## config.mk

```make
export PLATFORM = sky130hd
export DESIGN_NAME = sensor_frame_receiver_unit
export DESIGN_NICKNAME = d
export VERILOG_FILES = /design/src/hw/rtl/sfr_pkg.sv /design/src/hw/rtl/sfr_frame_collect.sv /design/src/hw/rtl/sfr_out_reg.sv /design/src/hw/rtl/sensor_frame_receiver_unit.sv
export SDC_FILE = /design/constraint.sdc
export NUM_CORES = 1
export LEC_CHECK = 0
export BUFFER_PORTS_ARGS = -buffer_cell sky130_fd_sc_hd__buf_2
export CORE_ASPECT_RATIO = 1.25
export CORE_MARGIN = 2
export CORE_UTILIZATION = 50
export DETAILED_ROUTE_END_ITERATION = 7
export PLACE_DENSITY = 0.74
export SETUP_SLACK_MARGIN = 0.4
export SYNTH_ARGS = -nofsm -noshare
export SYNTH_HDL_FRONTEND = slang
export SYNTH_HIERARCHICAL = 1
export SYNTH_SLANG_ARGS = --single-unit
```

## constraint.sdc

```tcl
create_clock -name clk -period 8.75 [get_ports clk]
set_input_delay 0.4375 -clock clk [delete_from_list [all_inputs] [get_ports clk]]
set_output_delay 0.4375 -clock clk [all_outputs]
set_load 0.01 [all_outputs]
```

## src/hw/rtl/sfr_pkg.sv

```systemverilog
`default_nettype none
package sfr_pkg;

	localparam int FRAME_BYTES = 24;
	localparam int NUM_WORDS   = 10;
	localparam int POS_W       = 5;
	localparam int BYTE_W      = 8;
	localparam int WORD_W      = 16;
	localparam int CFG_IDX_W   = 2;

	typedef enum logic [1:0] {
		STATUS_OK       = 2'd0,
		STATUS_BAD_TAIL = 2'd1,
		STATUS_BAD_SUM  = 2'd2
	} sfr_status_t;

	typedef enum logic [CFG_IDX_W-1:0] {
		CFG_HEAD = 2'd0,
		CFG_TAIL = 2'd1
	} sfr_cfg_idx_t;

	typedef struct packed {
		sfr_status_t                      status;
		logic [BYTE_W-1:0]                stop_ind;
		logic [NUM_WORDS-1:0][WORD_W-1:0] words;
	} sfr_result_t;

	typedef struct packed {
		logic        done;
		sfr_result_t result;
	} sfr_frame_evt_t;

endpackage
`default_nettype wire

```

## src/hw/rtl/sfr_frame_collect.sv

```systemverilog
`default_nettype none
module sfr_frame_collect
	import sfr_pkg::*;
(
	input  wire logic              clk,
	input  wire logic              arst_n,
	input  wire logic              accept,
	input  wire logic [BYTE_W-1:0] rx_byte,
	input  wire logic [BYTE_W-1:0] head_byte,
	input  wire logic [BYTE_W-1:0] tail_byte,
	output sfr_frame_evt_t         evt
);

	localparam logic [POS_W-1:0] LAST_POS  = POS_W'(FRAME_BYTES - 1);
	localparam logic [POS_W-1:0] CHECK_END = POS_W'(FRAME_BYTES - 2);

	logic [POS_W-1:0]  pos_q;
	logic [BYTE_W-1:0] xor_q;
	logic [BYTE_W-1:0] frame_q [FRAME_BYTES-1];

	logic in_frame;
	logic take;
	logic last;

	assign in_frame = (pos_q != '0);
	assign take     = accept && (in_frame || (rx_byte == head_byte));
	assign last     = (pos_q == LAST_POS);

	always_ff @(posedge clk or negedge arst_n) begin
		if (!arst_n) begin
			pos_q <= '0;
			xor_q <= '0;
		end else if (take) begin
			if (last) begin
				pos_q <= '0;
			end else begin
				pos_q <= pos_q + POS_W'(1);
			end
			if (!in_frame) begin
				xor_q <= rx_byte;
			end else if (pos_q < CHECK_END) begin
				xor_q <= xor_q ^ rx_byte;
			end
		end
	end

	always_ff @(posedge clk) begin
		if (take) begin
			frame_q[0] <= rx_byte;
			for (int i = 1; i < FRAME_BYTES - 1; i++) begin
				frame_q[i] <= frame_q[i-1];
			end
		end
	end

	// On the last byte, frame_q[0] holds the check byte and frame_q[22] the head.
	always_comb begin
		evt.done            = take && last;
		evt.result.stop_ind = frame_q[FRAME_BYTES-3];
		for (int k = 0; k < NUM_WORDS; k++) begin
			evt.result.words[k] = {frame_q[FRAME_BYTES-4-2*k], frame_q[FRAME_BYTES-5-2*k]};
		end
		if (rx_byte != tail_byte) begin
			evt.result.status = STATUS_BAD_TAIL;
		end else if (frame_q[0] != xor_q) begin
			evt.result.status = STATUS_BAD_SUM;
		end else begin
			evt.result.status = STATUS_OK;
		end
	end

	a_pos_range: assert property (@(posedge clk) disable iff (!arst_n)
		pos_q < POS_W'(FRAME_BYTES))
		else $error("byte position beyond frame length");

	a_done_wraps: assert property (@(posedge clk) disable iff (!arst_n)
		evt.done |=> pos_q == '0)
		else $error("position not back to idle after frame end");

	a_start_on_head: assert property (@(posedge clk) disable iff (!arst_n)
		(accept && !in_frame && rx_byte == head_byte) |=> pos_q == POS_W'(1))
		else $error("head byte did not start a frame");

endmodule
`default_nettype wire

```

## src/hw/rtl/sfr_out_reg.sv

```systemverilog
`default_nettype none
module sfr_out_reg
	import sfr_pkg::*;
(
	input  wire logic           clk,
	input  wire logic           arst_n,
	input  wire sfr_frame_evt_t evt,
	input  wire logic           out_ready,
	output logic                out_valid,
	output logic                room,
	output sfr_result_t         result
);

	logic        valid_q;
	sfr_result_t result_q;

	assign room      = !valid_q || out_ready;
	assign out_valid = valid_q;
	assign result    = result_q;

	always_ff @(posedge clk or negedge arst_n) begin
		if (!arst_n) begin
			valid_q <= 1'b0;
		end else if (evt.done) begin
			valid_q <= 1'b1;
		end else if (out_ready) begin
			valid_q <= 1'b0;
		end
	end

	always_ff @(posedge clk) begin
		if (evt.done) begin
			result_q <= evt.result;
		end
	end

	a_no_overwrite: assert property (@(posedge clk) disable iff (!arst_n)
		evt.done |-> room)
		else $error("result loaded over an untaken result");

	a_load_shows: assert property (@(posedge clk) disable iff (!arst_n)
		evt.done |=> valid_q)
		else $error("finished frame not presented");

	a_hold_stalled: assert property (@(posedge clk) disable iff (!arst_n)
		(valid_q && !out_ready) |=> valid_q && $stable(result_q))
		else $error("stalled result lost or changed");

endmodule
`default_nettype wire

```

## src/hw/rtl/sensor_frame_receiver_unit.sv

```systemverilog
// Channel   Direction  Handshake              Payload
// in        input      in_valid / in_ready    rx_byte
// out       output     out_valid / out_ready  frame_status, stop_ind, 10 raw words
// cfg       input      cfg_we                 cfg_index, cfg_wdata
//
// One byte is taken per cycle while in_ready is high; a frame result appears the cycle after its last byte.
// The output register holds one result, so in_ready drops only while it is full and stalled.
// Reset returns the receiver to idle, waiting for the head byte, with head 123 and tail 125.
// Bytes other than the head byte are dropped while idle.
`default_nettype none
module sensor_frame_receiver_unit
	import sfr_pkg::*;
(
	input  wire logic                 clk,
	input  wire logic                 arst_n,
	input  wire logic                 in_valid,
	output logic                      in_ready,
	input  wire logic [BYTE_W-1:0]    rx_byte,
	output logic                      out_valid,
	input  wire logic                 out_ready,
	output logic [1:0]                frame_status,
	output logic [BYTE_W-1:0]         stop_ind,
	output logic [WORD_W-1:0]         vel_x_raw,
	output logic [WORD_W-1:0]         vel_y_raw,
	output logic [WORD_W-1:0]         vel_z_raw,
	output logic [WORD_W-1:0]         accel_x_raw,
	output logic [WORD_W-1:0]         accel_y_raw,
	output logic [WORD_W-1:0]         accel_z_raw,
	output logic [WORD_W-1:0]         gyro_x_raw,
	output logic [WORD_W-1:0]         gyro_y_raw,
	output logic [WORD_W-1:0]         gyro_z_raw,
	output logic [WORD_W-1:0]         battery_mv,
	input  wire logic                 cfg_we,
	input  wire logic [CFG_IDX_W-1:0] cfg_index,
	input  wire logic [BYTE_W-1:0]    cfg_wdata
);

	logic [BYTE_W-1:0] head_q;
	logic [BYTE_W-1:0] tail_q;
	logic              room;
	sfr_frame_evt_t    evt;
	sfr_result_t       result;

	always_ff @(posedge clk or negedge arst_n) begin
		if (!arst_n) begin
			head_q <= BYTE_W'(123);
			tail_q <= BYTE_W'(125);
		end else if (cfg_we) begin
			unique case (cfg_index)
				CFG_HEAD: head_q <= cfg_wdata;
				CFG_TAIL: tail_q <= cfg_wdata;
				default: ;
			endcase
		end
	end

	assign in_ready = room;

	sfr_frame_collect u_collect (
		.clk       (clk),
		.arst_n    (arst_n),
		.accept    (in_valid && in_ready),
		.rx_byte   (rx_byte),
		.head_byte (head_q),
		.tail_byte (tail_q),
		.evt       (evt)
	);

	sfr_out_reg u_out (
		.clk       (clk),
		.arst_n    (arst_n),
		.evt       (evt),
		.out_ready (out_ready),
		.out_valid (out_valid),
		.room      (room),
		.result    (result)
	);

	assign frame_status = result.status;
	assign stop_ind     = result.stop_ind;
	assign vel_x_raw    = result.words[0];
	assign vel_y_raw    = result.words[1];
	assign vel_z_raw    = result.words[2];
	assign accel_x_raw  = result.words[3];
	assign accel_y_raw  = result.words[4];
	assign accel_z_raw  = result.words[5];
	assign gyro_x_raw   = result.words[6];
	assign gyro_y_raw   = result.words[7];
	assign gyro_z_raw   = result.words[8];
	assign battery_mv   = result.words[9];

endmodule
`default_nettype wire
```

==> results.yml <==
yosys:
  synth_compound_area_frac: 0.03031
  synth_top_cell_area_share: 0.8278
  syn_nets: 575
  ys_warn_count: 6
  syn_area_per_cell_sq_um: 22.82
  async_flop_share: 0.07979
  ys_ff_latch: 376
  ys_types: 45
  synthAdderAreaFrac: 0.001994
  netlist_area_sq_um: 12550
  ys.flop_type: "edfxtp_1"
  synthSimpleGateAreaFrac: 0.01944
  yosysTopAreaCell: "edfxtp_1"
  syn_inst: 550
  synthMuxAreaShare: 0.01436
  ys_top_cells_by_area: "edfxtp_1, dfrtp_1, dfstp_2, buf_4, mux2_2"
  synth-xor-area-share: 0.01675
  synth_top_family_by_area: "compound AO/OA/AOI/OAI gates"
  synth-edff-count: 346
  synth-seq-area-share: 0.8888
layout:
  areaGrowthSynthToFinish_pct: 17.65
  drive_above_1_share: 0.3639
  post-route-cell-area_sq_um: 14770
  utilization: 0.6006
  n_antenna_cell: 0
  nets: 776
sta:
  hold_violations: 0
  finalSetupViolations: 0
  grt_setup_unrepaired: "no"
  setup_tns_ns: 0
  fmax_mhz: 306.2
  post-route-min-period_ns: 3.266
  slew_headroom: 0.3939
  holdWs_ns: 0.1895
  tightest_slew_ns: 0.9091
  finClkSkew_ns: 0.01677
  finalCritPeriodShare: 0.3732
  drv_slew: 0
grt:
  grt_use_total: 0.1413
  grt_max_degree: 152
  grt_pass1_wl_mm: 29.22
  antenna_found_initial: 0
  grt-ovfl-total: 0
  grt_pass1_vias: 5366
floorplanning:
  io_pins: 195
  dieArea_sq_um: 26390
  coreArea_sq_um: 24580
  initial_core_util: 0.5105
  die_h_um: 181.1
  die_w_um: 145.7
  num_rows: 64
job:
  cap_violations: 0
routing:
  ant_nets: 0
  drt_iter0_markers: 395
  viasPerCell: 4.995
  drc_errors: 0
  routed_wl_mm: 18.99
  avgRoutedWirePerCell_um: 17.19
  via_count: 5519
  drt-pass1-iter-count: 4
worst_setup_path:
  crit_chain: "xnor2_1 -> nand4_1 -> o21ai_0 -> and2_4 -> buf_4"
  rrSetupSlack_ns: 5.48
  cp.arrival_ns: 3.38
  worst_setup_path_start_kind: "register"
  crit_required_ns: 8.87
  cp_top_family: "simple AND/OR/NAND/NOR gates"
  slowest_delay_ns: 0.78
  crit_fanout: 67
  crit_buf_inv: 1
  critPathSlowestCell: "buf_4"
  path_class: "reg -> reg"
  end_kind: "register"
outcome:
  status: "completed"
cts:
  clock-sinks: 376
  ctsResizeCount: 0
  cts_buffer_depth: 3
  cts_tree: "built"
  cts_root_buf: "clkbuf_16"
  cts_hold_buf: 1
  postCtsSetupBuffers: 0
  cts.htree.levels: 2
  numCtsBuffers: 34
  clk_pin_slew_ns: 0.06
  clkLatencyLatePin_ns: 0.50
power_and_ir_drop:
  power_density_nw_per_um2: 287.2
  switchingPower_uw: 949.5
  swShare: 0.2239
  clkPwrFrac: 0.335
  power.internal_uw: 3291
  fin_total_pwr_uw: 4240
  comb_power_share: 0.070
  p_leak_uw: 0.005275
  p_seq_frac: 0.594
  ir_worst_vdd_mv: 0.1687
place:
  hpwlAfterDp_mm: 11.96
  dpl-instance-area_sq_um: 13670
  gp_congestion: 0.8062
  portBuffers: 194
hold_path:
  min_path_type: "in -> reg"
power by group through the flow:
stage	logic [uW]	registers, uW	clock network, uW
finish	297	2520	1420
floorplan	260	2530	0
global placement	294	2540	0
CTS	301	2530	1470
global route	331	2560	1540
detailed placement	301	2560	0
final timing paths:
| kind | start | endpoint | depth (start not counted) |
|---|---|---|---|
| min reg2reg | u_collect/frame_q[5][15] | u_out/result[167] | 0 |
| max | head_q[1] | u_collect/frame_q[0][29] | 5 |
| max in group asynchronous | arst_n | u_collect/xor_q[7] | 2 |
| max reg2reg | head_q[1] | u_collect/frame_q[0][29] | 5 |
| min in group asynchronous | arst_n | u_collect/pos_q[1] | 2 |
| min | cfg_wdata[3] | tail_q[3] | 2 |
sequential cells by signal, summed over array words and instances, names as in the netlist:
name               count
u_collect/frame_q    176
u_out/result         170
head_q                 8
tail_q                 8
u_collect/xor_q        8
u_collect/pos_q        5
u_out/out_valid        1
cell type report:
class	instances	area, sq um
clock inverters	18	183.9
clock buffers	42	902.1
multi-input cells	129	1050
well taps	330	412.9
fillers	1773	9818
flip-flops and latches	376	11160
inverters	12	45.04
repair buffers	198	1016
per-layer routing:
metal	part of all wire	track usage
met2	0.48	0.2289
met5	0	0
met1	0.42	0.1854
met3	0.066	0.03510
met4	0.032	0.05647
layout by cell type, fill, tap and decap left out, types with 3 or more instances in the layout:
master     Yosys  layout
inv_1         11      11
clkbuf_16      0      35
nand2_1        5       5
clkbuf_1       0       7
edfxtp_1     346     346
o2111ai_1      8       8
mux2_2        16      16
dfstp_2       12      12
o21ai_0        8       8
xor2_1        16      16
bufinv_16      0       3
nand4_1        5       5
nor4_1         4       4
xnor2_1        8       8
a211oi_1       9       9
clkinv_1       1       7
dfrtp_1       18      18
o211ai_1       9       9
o311ai_0       8       8
o21ai_1        3       3
clkinv_2       0       5
nand3_1        3       3
buf_2          1     194
cell families after synthesis:
kind of cell	Yosys count
AND/OR/NAND/NOR	35
multiplexers	16
XOR/XNOR	24
adder cells (fa/ha/maj)	2
flip-flops	376
buffers and inverters	45
AO/OA/AOI/OAI	52
metrics by stage:
step           cells  setup WS (ns)
2_1_floorplan    550          2.683
3_3_place_gp    1044          5.403
3_5_place_dp    1044          5.373
4_1_cts         1105          5.510
5_1_grt         1105          5.201
6_report        1105          5.484
worst reg2reg max path, stage by stage, from the launching register on:
cell,delay (ns)
dfstp_2,0.53
xnor2_1,0.14
nand4_1,0.41
o21ai_0,0.38
and2_4,0.58
buf_4,0.81
Yosys cell counts, types with 3 or more instances:
cell	n
o211ai_1	9
dfrtp_1	18
o311ai_0	8
xor2_1	16
mux2_2	16
clkbuf_8	4
buf_4	24
o21ai_0	8
o2111ai_1	8
dfstp_2	12
edfxtp_1	346
a211oi_1	9
nor4_1	4
inv_1	11
o21ai_1	3
nand4_1	5
nand2_1	5
nand3_1	3
xnor2_1	8
(Power assumes the default switching activity.)
